`config.mk`:
```
export PLATFORM = sky130hd
export DESIGN_NAME = encoder_pi_speed_loop_top
export DESIGN_NICKNAME = d
export VERILOG_FILES = /design/src/rtl/epsl_pkg.sv /design/src/rtl/encoder_pi_speed_loop_top.sv
export SDC_FILE = /design/constraint.sdc
export NUM_CORES = 2
export LEC_CHECK = 0
export ABC_AREA = 1
export BUFFER_PORTS_ARGS = -buffer_cell sky130_fd_sc_hd__clkbuf_2
export CAP_MARGIN = 40
export CORE_MARGIN = 1
export CORE_UTILIZATION = 65
export DETAILED_ROUTE_END_ITERATION = 7
export PLACE_DENSITY = 0.87
export SLEW_MARGIN = 30
export SYNTH_ARGS = -nofsm -noshare
export SYNTH_HDL_FRONTEND = slang
export SYNTH_SLANG_ARGS = --single-unit
```
`constraint.sdc`:
```
create_clock -name clk -period 9.4 [get_ports clk]
set_input_delay 1.88 -clock clk [delete_from_list [all_inputs] [get_ports clk]]
set_output_delay 1.88 -clock clk [all_outputs]
set_load 0.01 [all_outputs]
```
`src/rtl/epsl_pkg.sv`:
```
`timescale 1ns / 1ps
`default_nettype none

package epsl_pkg;

    // stream payload widths
    localparam int IN_DATA_W  = 48;
    localparam int OUT_DATA_W = 112;

    // configuration register indexes
    localparam logic [2:0] REG_SPEED_SCALE = 3'd0;
    localparam logic [2:0] REG_PROP_GAIN   = 3'd1;
    localparam logic [2:0] REG_INTEG_GAIN  = 3'd2;
    localparam logic [2:0] REG_ERROR_BAND  = 3'd3;
    localparam logic [2:0] REG_DUTY_GAIN   = 3'd4;
    localparam logic [2:0] REG_DEAD_BAND   = 3'd5;
    localparam logic [2:0] REG_PWM_MAX     = 3'd6;

    // direction codes
    localparam logic [1:0] DRV_OFF = 2'd0;
    localparam logic [1:0] DRV_FWD = 2'd1;
    localparam logic [1:0] DRV_REV = 2'd2;

    // 25600 is 100 percent in Q.8; divide by 2^10 then by 25 via reciprocal
    localparam logic [14:0] PCT_FULL_Q8 = 15'd25600;
    localparam logic [21:0] RECIP_25    = 22'd2684355;  // ceil(2^26 / 25)

    localparam int STEP_W = 4;

    // multiplier operand selects
    typedef enum logic [2:0] {
        A_NONE,
        A_DELTA,
        A_KPI,
        A_KP,
        A_HELD,
        A_MAG,
        A_QUOT
    } a_sel_t;

    typedef enum logic [2:0] {
        B_NONE,
        B_SCALE,
        B_ERR_NEW,
        B_ERR_OLD,
        B_DUTY_GAIN,
        B_PWM_MAX,
        B_RECIP
    } b_sel_t;

    // accumulator operations on the registered product
    typedef enum logic [1:0] {
        ACC_HOLD,
        ACC_LOAD,
        ACC_SUB
    } acc_op_t;

    // write-back actions
    typedef enum logic [2:0] {
        WB_NONE,
        WB_MEAS,
        WB_PI,
        WB_DUTY,
        WB_DIR_MAG,
        WB_QUOT,
        WB_OUT
    } wb_t;

    typedef enum logic {
        JMP_NONE,
        JMP_IF_STOP
    } jmp_t;

    typedef struct packed {
        a_sel_t            a_sel;
        b_sel_t            b_sel;
        acc_op_t           acc_op;
        wb_t               wb;
        jmp_t              jmp;
        logic [STEP_W-1:0] target;
        logic              last;
    } ctrl_word_t;

    // control program, one word per step
    function automatic ctrl_word_t ucode_rom(input logic [STEP_W-1:0] step);
        ctrl_word_t cw;
        cw = '0;
        unique case (step)
            4'd0:
            begin
                cw.a_sel = A_DELTA;
                cw.b_sel = B_SCALE;
            end
            4'd1:
            begin
                cw.a_sel  = A_KPI;
                cw.b_sel  = B_ERR_NEW;
                cw.acc_op = ACC_LOAD;
            end
            4'd2:
            begin
                cw.a_sel  = A_KP;
                cw.b_sel  = B_ERR_OLD;
                cw.acc_op = ACC_LOAD;
                cw.wb     = WB_MEAS;
            end
            4'd3:
            begin
                cw.acc_op = ACC_SUB;
            end
            4'd4:
            begin
                cw.wb = WB_PI;
            end
            4'd5:
            begin
                cw.a_sel = A_HELD;
                cw.b_sel = B_DUTY_GAIN;
            end
            4'd6:
            begin
                cw.wb = WB_DUTY;
            end
            4'd7:
            begin
                cw.wb = WB_DIR_MAG;
            end
            4'd8:
            begin
                cw.a_sel  = A_MAG;
                cw.b_sel  = B_PWM_MAX;
                cw.jmp    = JMP_IF_STOP;
                cw.target = 4'd11;
            end
            4'd9:
            begin
                cw.wb = WB_QUOT;
            end
            4'd10:
            begin
                cw.a_sel = A_QUOT;
                cw.b_sel = B_RECIP;
            end
            4'd11:
            begin
                cw.wb   = WB_OUT;
                cw.last = 1'b1;
            end
            default:
            begin
                cw.wb   = WB_OUT;
                cw.last = 1'b1;
            end
        endcase
        return cw;
    endfunction

endpackage

`default_nettype wire

```
`src/rtl/encoder_pi_speed_loop_top.sv`:
```
// the 12-step control program shares one registered 32x27 multiplier, so the
//   block works on one item at a time; stop skips the compare steps
// reset (rst_n low, asynchronous): control and config registers to defaults,
//   first tick pending; datapath registers have no reset
// input is taken only while the sequencer is idle; a finished result waits
//   in the output register while the next item is accepted
`timescale 1ns / 1ps
`default_nettype none

module encoder_pi_speed_loop_top
    import epsl_pkg::*;
(
    input  wire logic                  clk,
    input  wire logic                  rst_n,
    // encoder_count[15:0], setpoint[41:16]
    input  wire logic                  s_axis_tvalid,
    output logic                       s_axis_tready,
    input  wire logic [IN_DATA_W-1:0]  s_axis_tdata,
    // count_delta[15:0], measured_speed[41:16], control_value[73:42],
    // direction[75:74], pwm_forward[91:76], pwm_reverse[107:92]
    output logic                       m_axis_tvalid,
    input  wire logic                  m_axis_tready,
    output logic [OUT_DATA_W-1:0]      m_axis_tdata,
    input  wire logic                  cfg_wr_en,
    input  wire logic [2:0]            cfg_addr,
    input  wire logic [24:0]           cfg_wr_data
);

    localparam logic ST_IDLE = 1'b0;
    localparam logic ST_RUN  = 1'b1;

    // configuration registers
    logic        [23:0] speed_scale_reg;
    logic signed [23:0] prop_gain_reg;
    logic signed [23:0] integ_gain_reg;
    logic        [24:0] error_band_reg;
    logic        [15:0] duty_gain_reg;
    logic        [14:0] dead_band_reg;
    logic        [15:0] pwm_max_reg;

    // sequencer and loop state
    logic                  state_reg,      state_next;
    logic [STEP_W-1:0]     step_reg,       step_next;
    logic [15:0]           last_count_reg, last_count_next;
    logic                  first_tick_reg, first_tick_next;
    logic signed [26:0]    err_older_reg,  err_older_next;
    logic signed [26:0]    err_newer_reg,  err_newer_next;
    logic signed [31:0]    accum_reg,      accum_next;
    logic signed [31:0]    held_reg,       held_next;
    logic                  out_valid_reg,  out_valid_next;

    // datapath registers
    logic signed [25:0]    sp_reg,         sp_next;
    logic signed [15:0]    delta_reg,      delta_next;
    logic signed [58:0]    prod_reg,       prod_next;
    logic signed [59:0]    acc_reg,        acc_next;
    logic signed [25:0]    meas_reg,       meas_next;
    logic signed [32:0]    duty_reg,       duty_next;
    logic [1:0]            dir_reg,        dir_next;
    logic [14:0]           mag_reg,        mag_next;
    logic [20:0]           quot_reg,       quot_next;
    logic [OUT_DATA_W-1:0] out_data_reg,   out_data_next;

    ctrl_word_t         cw;
    logic               in_accept;
    logic               advance;
    logic signed [24:0] kpi;
    logic signed [31:0] mul_a;
    logic signed [26:0] mul_b;
    logic signed [59:0] meas_rnd;
    logic signed [59:0] pi_sum;
    logic signed [31:0] pi_sat;
    logic signed [58:0] duty_rnd;
    logic signed [33:0] duty_ext;
    logic signed [33:0] duty_abs;
    logic signed [32:0] dead_pos;
    logic signed [26:0] err_abs;
    logic [15:0]        cmp_val;
    logic [15:0]        pwm_fwd;
    logic [15:0]        pwm_rev;

    assign s_axis_tready = (state_reg == ST_IDLE);
    assign in_accept     = s_axis_tvalid && s_axis_tready;
    assign m_axis_tvalid = out_valid_reg;
    assign m_axis_tdata  = out_data_reg;

    assign cw      = ucode_rom(step_reg);
    assign advance = (state_reg == ST_RUN) && !(cw.last && out_valid_reg && !m_axis_tready);

    // configuration writes
    always_ff @(posedge clk or negedge rst_n)
    begin
        if (!rst_n)
        begin
            speed_scale_reg <= 24'd158875;
            prop_gain_reg   <= 24'sd65536;
            integ_gain_reg  <= 24'sd18350;
            error_band_reg  <= 25'd0;
            duty_gain_reg   <= 16'd54613;
            dead_band_reg   <= 15'd3635;
            pwm_max_reg     <= 16'd3359;
        end
        else if (cfg_wr_en)
        begin
            case (cfg_addr)
                REG_SPEED_SCALE: speed_scale_reg <= cfg_wr_data[23:0];
                REG_PROP_GAIN:   prop_gain_reg   <= $signed(cfg_wr_data[23:0]);
                REG_INTEG_GAIN:  integ_gain_reg  <= $signed(cfg_wr_data[23:0]);
                REG_ERROR_BAND:  error_band_reg  <= cfg_wr_data;
                REG_DUTY_GAIN:   duty_gain_reg   <= cfg_wr_data[15:0];
                REG_DEAD_BAND:   dead_band_reg   <= cfg_wr_data[14:0];
                REG_PWM_MAX:     pwm_max_reg     <= cfg_wr_data[15:0];
                default:         ;
            endcase
        end
    end

    // shared multiplier operands
    assign kpi = 25'(prop_gain_reg) + 25'(integ_gain_reg);

    always_comb
    begin
        case (cw.a_sel)
            A_DELTA: mul_a = 32'(delta_reg);
            A_KPI:   mul_a = 32'(kpi);
            A_KP:    mul_a = 32'(prop_gain_reg);
            A_HELD:  mul_a = held_reg;
            A_MAG:   mul_a = $signed({17'd0, mag_reg});
            A_QUOT:  mul_a = $signed({11'd0, quot_reg});
            default: mul_a = 32'sd0;
        endcase
        case (cw.b_sel)
            B_SCALE:     mul_b = $signed({3'd0, speed_scale_reg});
            B_ERR_NEW:   mul_b = err_newer_reg;
            B_ERR_OLD:   mul_b = err_older_reg;
            B_DUTY_GAIN: mul_b = $signed({11'd0, duty_gain_reg});
            B_PWM_MAX:   mul_b = $signed({11'd0, pwm_max_reg});
            B_RECIP:     mul_b = $signed({5'd0, RECIP_25});
            default:     mul_b = 27'sd0;
        endcase
    end

    // write-back arithmetic
    assign meas_rnd = (acc_reg + 60'sd128) >>> 8;
    assign pi_sum   = ((acc_reg + 60'sd32768) >>> 16) + 60'(accum_reg);
    assign duty_rnd = (prod_reg + 59'sd32768) >>> 16;
    assign duty_ext = 34'(duty_reg);
    assign duty_abs = (duty_ext < 34'sd0) ? -duty_ext : duty_ext;
    assign dead_pos = $signed({18'd0, dead_band_reg});
    assign err_abs  = (err_newer_reg < 27'sd0) ? -err_newer_reg : err_newer_reg;
    assign cmp_val  = prod_reg[41:26];

    always_comb
    begin
        if (pi_sum > 60'sd2147483647)
            pi_sat = 32'sh7FFFFFFF;
        else if (pi_sum < -60'sd2147483648)
            pi_sat = 32'sh80000000;
        else
            pi_sat = 32'(pi_sum);
    end

    assign pwm_fwd = (dir_reg == DRV_FWD) ? cmp_val : 16'd0;
    assign pwm_rev = (dir_reg == DRV_REV) ? cmp_val : 16'd0;

    // sequencer next state
    always_comb
    begin
        state_next      = state_reg;
        step_next       = step_reg;
        last_count_next = last_count_reg;
        first_tick_next = first_tick_reg;
        err_older_next  = err_older_reg;
        err_newer_next  = err_newer_reg;
        accum_next      = accum_reg;
        held_next       = held_reg;
        out_valid_next  = out_valid_reg;
        sp_next         = sp_reg;
        delta_next      = delta_reg;
        prod_next       = prod_reg;
        acc_next        = acc_reg;
        meas_next       = meas_reg;
        duty_next       = duty_reg;
        dir_next        = dir_reg;
        mag_next        = mag_reg;
        quot_next       = quot_reg;
        out_data_next   = out_data_reg;

        // result taken downstream
        if (out_valid_reg && m_axis_tready)
            out_valid_next = 1'b0;

        // take a new item: count difference and first tick seeding
        if (in_accept)
        begin
            delta_next      = $signed(s_axis_tdata[15:0] - last_count_reg);
            last_count_next = s_axis_tdata[15:0];
            sp_next         = $signed(s_axis_tdata[41:16]);
            if (first_tick_reg)
            begin
                err_older_next  = 27'($signed(s_axis_tdata[41:16]));
                err_newer_next  = 27'($signed(s_axis_tdata[41:16]));
                accum_next      = 32'sd0;
                first_tick_next = 1'b0;
            end
            step_next  = '0;
            state_next = ST_RUN;
        end

        if (advance)
        begin
            prod_next = mul_a * mul_b;

            case (cw.acc_op)
                ACC_LOAD: acc_next = 60'(prod_reg);
                ACC_SUB:  acc_next = acc_reg - 60'(prod_reg);
                default:  ;
            endcase

            case (cw.wb)
                WB_MEAS:
                begin
                    if (meas_rnd > 60'sd33554431)
                        meas_next = 26'sh1FFFFFF;
                    else if (meas_rnd < -60'sd33554432)
                        meas_next = 26'sh2000000;
                    else
                        meas_next = 26'(meas_rnd);
                end
                WB_PI:
                begin
                    accum_next = pi_sat;
                    if ({1'b0, err_abs[25:0]} >= {2'b0, error_band_reg} || err_abs[26])
                        held_next = pi_sat;
                    err_older_next = err_newer_reg;
                    err_newer_next = 27'(sp_reg) - 27'(meas_reg);
                end
                WB_DUTY:
                begin
                    duty_next = 33'(duty_rnd);
                end
                WB_DIR_MAG:
                begin
                    if (duty_reg > dead_pos)
                        dir_next = DRV_FWD;
                    else if (duty_reg < -dead_pos)
                        dir_next = DRV_REV;
                    else
                        dir_next = DRV_OFF;
                    if (duty_abs > 34'(PCT_FULL_Q8))
                        mag_next = PCT_FULL_Q8;
                    else
                        mag_next = duty_abs[14:0];
                end
                WB_QUOT:
                begin
                    quot_next = prod_reg[30:10];
                end
                WB_OUT:
                begin
                    out_data_next  = {4'd0, pwm_rev, pwm_fwd, dir_reg, held_reg,
                                      meas_reg, delta_reg};
                    out_valid_next = 1'b1;
                end
                default: ;
            endcase

            // step counter with conditional skip of the compare math
            if (cw.last)
                state_next = ST_IDLE;
            else if (cw.jmp == JMP_IF_STOP && dir_reg == DRV_OFF)
                step_next = cw.target;
            else
                step_next = step_reg + 1'b1;
        end
    end

    // control state
    always_ff @(posedge clk or negedge rst_n)
    begin
        if (!rst_n)
        begin
            state_reg      <= ST_IDLE;
            step_reg       <= '0;
            last_count_reg <= 16'd0;
            first_tick_reg <= 1'b1;
            err_older_reg  <= 27'sd0;
            err_newer_reg  <= 27'sd0;
            accum_reg      <= 32'sd0;
            held_reg       <= 32'sd0;
            out_valid_reg  <= 1'b0;
        end
        else
        begin
            state_reg      <= state_next;
            step_reg       <= step_next;
            last_count_reg <= last_count_next;
            first_tick_reg <= first_tick_next;
            err_older_reg  <= err_older_next;
            err_newer_reg  <= err_newer_next;
            accum_reg      <= accum_next;
            held_reg       <= held_next;
            out_valid_reg  <= out_valid_next;
        end
    end

    // datapath registers
    always_ff @(posedge clk)
    begin
        sp_reg       <= sp_next;
        delta_reg    <= delta_next;
        prod_reg     <= prod_next;
        acc_reg      <= acc_next;
        meas_reg     <= meas_next;
        duty_reg     <= duty_next;
        dir_reg      <= dir_next;
        mag_reg      <= mag_next;
        quot_reg     <= quot_next;
        out_data_reg <= out_data_next;
    end

endmodule

`default_nettype wire

```
-- Yosys cells after proc, flatten, opt, wreduce, memory -nomap -nowiden
Cells that the tools add are included.
- bits in registers: 651
- latch bits: 0
- bits in writable memories: 0
- memory bits (read-only): 0
- input port bits: 81
- output and inout bits: 114
- logic and storage cells: 156
- memories kept: 0
- add/subtract/negate cells: 12
- multipliers: 1
- div/mod/pow operators: 0
- $lt $le $gt $ge: 10
- eq/ne operators: 38
- shifts and indexed selects: 0
- mux-type cells: 36
- bitwise logic cells: 1
- reductions and logical operators: 30
- operators with widths (kind ; number):
    27-bit two-way mux ; 9
    32-bit two-way mux ; 6
    32-bit case mux with 6 select lines ; 1
    27-bit case mux with 6 select lines ; 1
    60-bit case mux with 2 select lines ; 1
    60-bit by 17-bit adder with 60-bit output, second input constant ; 1
    60-bit by 9-bit adder with 60-bit output, second input constant ; 1
    60-bit by 59-bit subtractor with 60-bit output ; 1
    32-bit by 27-bit multiplier with 59-bit output ; 1
    52-bit by 26-bit greater-than comparator with 1-bit output, second input constant ; 1
    52-bit by 26-bit < comparator with 1-bit output, second input constant ; 1
    49-bit by 17-bit adder with 49-bit output, second input constant ; 1
    44-bit by 32-bit adder with 45-bit output ; 1
    45-bit by 32-bit greater-than comparator with 1-bit output, second input constant ; 1
    45-bit by 32-bit < comparator with 1-bit output, second input constant ; 1
    3-bit equality test, second input constant ; 12
    6-bit case mux with 6 select lines ; 1
    34-bit by 15-bit greater-than comparator with 1-bit output, second input constant ; 1
    34-bit two-way mux ; 1
    33-bit negation with 34-bit output ; 1
    33-bit by 16-bit greater-than comparator with 1-bit output ; 1
    33-bit by 1-bit < comparator with 1-bit output, second input constant ; 1
    33-bit < comparator ; 1
    15-bit negation with 33-bit output ; 1
    other kinds (35) ; 80

-- Logic depth before layout (Yosys ltp)
- depth in word-level cells: 8
- gate-level depth with buffers: 47
- mapped depth without buffers: 44

-- Worst setup path before layout
OpenSTA, ideal clock, no wires.
- path kind: input-to-reg
- start point: in m_axis_tready
- end point: reg out_data_reg[0] (netlist: m_axis_tdata[0]) (enable)
- arrival time: 8.248 ns
- path slack: 0.575 ns
- cell stages on the path: 6
- path through: inv_1 nand2_1 o21ai_0 inv_1 o21ai_0 nor2_1
- cells in the longest elaborated chain, start to end: 5
- ends and longest elaborated chain (element ; RTL line ; text):
    start: declaration ; encoder_pi_speed_loop_top.sv:22 ; input wire logic m_axis_tready,
    1-bit zero test ; encoder_pi_speed_loop_top.sv:88 ; assign advance = (state_reg == ST_RUN) && !(cw.last && out_valid_reg && !m_axis_tready);
    1-bit logical AND ; encoder_pi_speed_loop_top.sv:88 ;
    1-bit zero test ; encoder_pi_speed_loop_top.sv:88 ;
    1-bit logical AND ; encoder_pi_speed_loop_top.sv:88 ;
    net advance ; encoder_pi_speed_loop_top.sv:66 ; logic advance;
    2-bit AND reduction (no line) ; - ;
    end signal: assignment ; encoder_pi_speed_loop_top.sv:319 ; out_data_reg <= out_data_next;
    end: declaration ; encoder_pi_speed_loop_top.sv:62 ; logic [OUT_DATA_W-1:0] out_data_reg, out_data_next;
The timed path passes the listed nets, and every way through them passes these cells.
A chain may end at the register's enable or synchronous reset.

-- Worst setup path after layout
- start point: reg step_reg[0]
- end point: reg prod_reg[53] (data pin)
- cells in the longest elaborated chain, start to end: 5
- elaborated cells on any way between the ends: 22
- classes of those cells: mul (1); eq/ne (17); mux (3); reduce/logical (1)
- ends and longest elaborated chain (element ; RTL line ; text):
    start: declaration ; encoder_pi_speed_loop_top.sv:43 ; logic [STEP_W-1:0] step_reg, step_next;
    start signal: assignment ; encoder_pi_speed_loop_top.sv:296 ; step_reg <= step_next;
    4-bit equality test, or another cell as far along ; epsl_pkg.sv:88 ; unique case (step)
    6-bit case mux with 6 select lines * ; epsl_pkg.sv:88 ;
    3-bit equality test, or another cell as far along ; encoder_pi_speed_loop_top.sv:123 ; case (cw.a_sel)
    32-bit case mux with 6 select lines / 27-bit case mux with 6 select lines (equally long branches) ; encoder_pi_speed_loop_top.sv:123, encoder_pi_speed_loop_top.sv:132 ;
    32-bit by 27-bit multiplier with 59-bit output * ; encoder_pi_speed_loop_top.sv:212 ; prod_next = mul_a * mul_b;
    end signal: assignment ; encoder_pi_speed_loop_top.sv:312 ; prod_reg <= prod_next;
    end: declaration ; encoder_pi_speed_loop_top.sv:55 ; logic signed [58:0] prod_reg, prod_next;
Mark *: on every way between the ends. The rest lies on a longest branch, timed or not.

==> reports/qor.csv <==
stage,metric,value,unit
run_status,status,finished with violations,
run_status,violated checks,DRC,
route,WL final,250000,um
clock_network,Max H-tree Level,3,
finish,non-filler instance count after layout,11100,
setup_path,worst-path fanout max,17,
route,Pre-Repair DR Iteration Count,8,
setup_path,crit-path max cell delay,0.59,ns
clock_network,Num CTS Buffers,72,
finish,nets@finish,11000,
sta,Final Hold Vio Count,0,
sta,Final TNS setup,0,ns
clock_network,clock transition at the registers of the reported paths,0.06,ns
sta,fin crit share,96.9,%
run,MaxCap Viol Count,0,
sta,clk_skew,0.0466,ns
die,height of the die,339,um
sta,Worst Max-Slew Pin Slew,0.874,ns
synthesis,Main synth FF type,edfxtp_1,
finish,fraction of layout cells with a size suffix above 1,9.04,%
synthesis,post-synthesis sequential area ratio,24.6,%
clock_network,Root Driver,clkbuf_16,
route,DRC marker count from the first detailed-route iteration,7325,
synthesis,Synth cell types,69,
die,I/O pins,195,
sta,min Tclk post-route,9.11,ns
setup_path,"Arr. time, crit path",9.53,ns
finish,Filler Cells Inserted,8734,
global_route,largest net degree at the start of global routing,88,
sta,Slew HR,41.2,%
route,routed length per instance,22.4,um
global_route,grt total ovfl,0,
sta,"Slew Viols, Final",0,
clock_network,CTS max path bufs,3,
global_route,first-pass GRT wire length,382000,um
synthesis,area of the mapped netlist,73900,um2
placement,Final Wtd Congestion,1.05,
sta,# setup viols final,0,
global_route,GRT Util Overall,44.1,%
synthesis,fraction of registers with async set or reset after synthesis,43.8,%
sta,unrepaired setup endpoints after global routing,yes,
setup_path,CP Launch Type,flip-flop,
setup_path,critical path type,reg -> reg,
clock_network,CTS Hold Bufs,0,
die,die area,115000,um2
hold_path,Tightest Hold Check Type,reg -> reg,
die,core area,113000,um2
placement,placed insts,11000,
clock_network,CTS tree,yes,
synthesis,syn_area_per_cell,7.97,um2
clock_network,Skew-Pair Late Insertion Delay,0.67,ns
synthesis,Yosys warnings,0,
finish,synthesis-to-finish area growth,9.61,%
finish,Largest register FFs,108,
setup_path,Crit-path slowest cell,fa_1,
die,row cnt,123,
clock_network,# clock sinks,651,
sta,fmax,0.110,GHz
die,die width,339,um
synthesis,Syn Inst Count,9270,
die,Initial Util,65.6,%
global_route,vias in the first global route,66000,
setup_path,CP endpoint kind,flip-flop,
route,# DRC,1,
setup_path,Critical Path RT,9.81,ns
route,Antenna Nets Post-Route,0,
placement,Detailed Place HPWL,206000,um
route,via count,64900,
global_route,initial antenna violation count,11,
setup_path,cell mode on critical path,inv_1,
route,vias per cell,5.83,
placement,Port Buffer Count,184,
synthesis,#FFs+latches synth,651,
finish,final core occ,71.9,%
synthesis,number of synthesized flops with an enable pin,366,
-- layout make-up --
cell class / count / area (um2) / share of cell area, %
Antenna cell: 3 / 7.51 / 0.00927
Clock buffer: 95 / 1980 / 2.45
Clock inverter: 39 / 561 / 0.692
Inverter: 2023 / 7630 / 9.42
Multi-Input combinational cell: 6330 / 47100 / 58.2
Sequential cell: 651 / 18200 / 22.5
Tap cell: 1500 / 1880 / 2.32
Timing Repair Buffer: 490 / 3620 / 4.47
Timing Repair inverter: 1 / 7.51 / 0.00927
-- logic make-up after synthesis --
family | count (synthesis) | share of synthesized area, %
xor gates and xnor gates | 332 | 3.94
and+or+nand+nor | 3631 | 20.2
DFF | 651 | 24.6
AOI/OAI and AO/OA | 1052 | 7.92
other | 1 | 0.00508
adders and majority gates | 1311 | 31.3
buffers and inverters | 2292 | 12.0
-- layer usage --
metal  track usage [%]  share of wire, %  vias up
li1                  -                 -    29000
met1              54.7                36    31100
met2              69.2                45     3794
met3              10.6                11      985
met4              28.6               7.8       10
met5                 0             0.034        -
-- worst max-delay path, delay by kind of cell (launching register included) --
| kind | cells | cell delay [ns] |
|---|---|---|
| and+or+nand+nor | 10 | 1.25 |
| DFF | 1 | 0.41 |
| buffers and inverters | 13 | 1.61 |
| adders and majority gates | 9 | 4.35 |
| xor gates and xnor gates | 1 | 0.08 |
| AOI/OAI and AO/OA | 5 | 1.15 |
-- cell usage in the layout (no fill, tap or decap), types with 14 or more instances in the layout --
cell,netlist,final
o21ai_1,17,23
clkbuf_2,1,183
nand3_1,261,260
xnor2_1,93,93
inv_2,26,30
nor3_2,13,15
or2_2,31,31
a31oi_1,38,38
nand2_2,7,14
buf_4,17,267
o21a_1,19,19
a21oi_1,345,331
inv_1,1992,1983
clkbuf_16,0,75
nor2_1,804,794
a21oi_2,1,14
edfxtp_1,366,366
buf_12,0,21
nor3_1,97,94
o21ai_0,479,469
ha_1,420,419
dfrtp_1,240,239
nor2_4,14,23
nor2_2,15,16
nor4_1,24,23
clkbuf_1,107,16
fa_1,891,881
dfstp_2,45,45
o21bai_1,20,20
nand2_1,2237,2228
a21o_1,27,27
xor2_1,239,239
nand4_1,78,78
o211ai_1,15,15
-- Yosys cell counts (11+ instances only) --
cell / instances / area (um2)
nand4_1: 78 / 488
nor4_1: 24 / 150
fa_1: 891 / 17800
inv_1: 1992 / 7480
nor3_1: 97 / 485
or2_2: 31 / 194
clkbuf_1: 107 / 402
o21ai_1: 17 / 85.1
o21a_1: 19 / 143
nand2_1: 2237 / 8400
buf_2: 131 / 656
nand3_1: 261 / 1310
xor2_1: 239 / 2090
a22o_1: 11 / 96.3
a221oi_1: 16 / 140
nor2_2: 15 / 93.8
inv_2: 26 / 97.6
o211ai_1: 15 / 113
nor2_1: 804 / 3020
o21bai_1: 20 / 150
a21boi_0: 14 / 105
dfrtp_1: 240 / 6010
buf_4: 17 / 128
ha_1: 420 / 5260
a31oi_1: 38 / 238
nor3_2: 13 / 130
o21ai_0: 479 / 2400
edfxtp_1: 366 / 11000
a21oi_1: 345 / 1730
dfstp_2: 45 / 1180
nor2_4: 14 / 158
a21o_1: 27 / 203
xnor2_1: 93 / 815
-- path summary, 6_finish.rpt --
| check | depth (start not counted) | to | slack, ns | start |
|---|---|---|---|---|
| setup / recovery | 38 | prod_reg[53] | 0.29 | step_reg[0] |
| hold / removal | 0 | m_axis_tdata[31] | 0.44 | meas_reg[15] |
| setup reg to reg | 38 | prod_reg[53] | 0.29 | step_reg[0] |
| hold reg to reg | 0 | m_axis_tdata[31] | 0.44 | meas_reg[15] |
| max in group asynchronous | 3 | accum_reg[25] | 6.93 | rst_n |
| min in group asynchronous | 1 | error_band_reg[3] | 1.18 | rst_n |
-- what timing repair did --
action                                  4_1_cts  5_1_grt
gates resized for setup                       4      106
endpoints found under the setup margin       10       27
setup buffers                                 0       10
cloned                                        0        2
pin swaps                                     0        6
-- through the flow --
stage / instance area [um2] / hold slack, ns / setup slack [ns]
6_report: 81000 / 0.442 / 0.287
5_1_grt: 81000 / 0.456 / -0.0682
4_1_cts: 80500 / 0.435 / 0.0346
3_5_place_dp: 77900 / 0.436 / -0.0500
3_3_place_gp: 77800 / 0.433 / 0.0313
2_1_floorplan: 73900 / 0.426 / 0.575
Power is left out: the tool's default activity adds up to more than one toggle a clock period on the data nets, which glitch-free logic cannot reach.
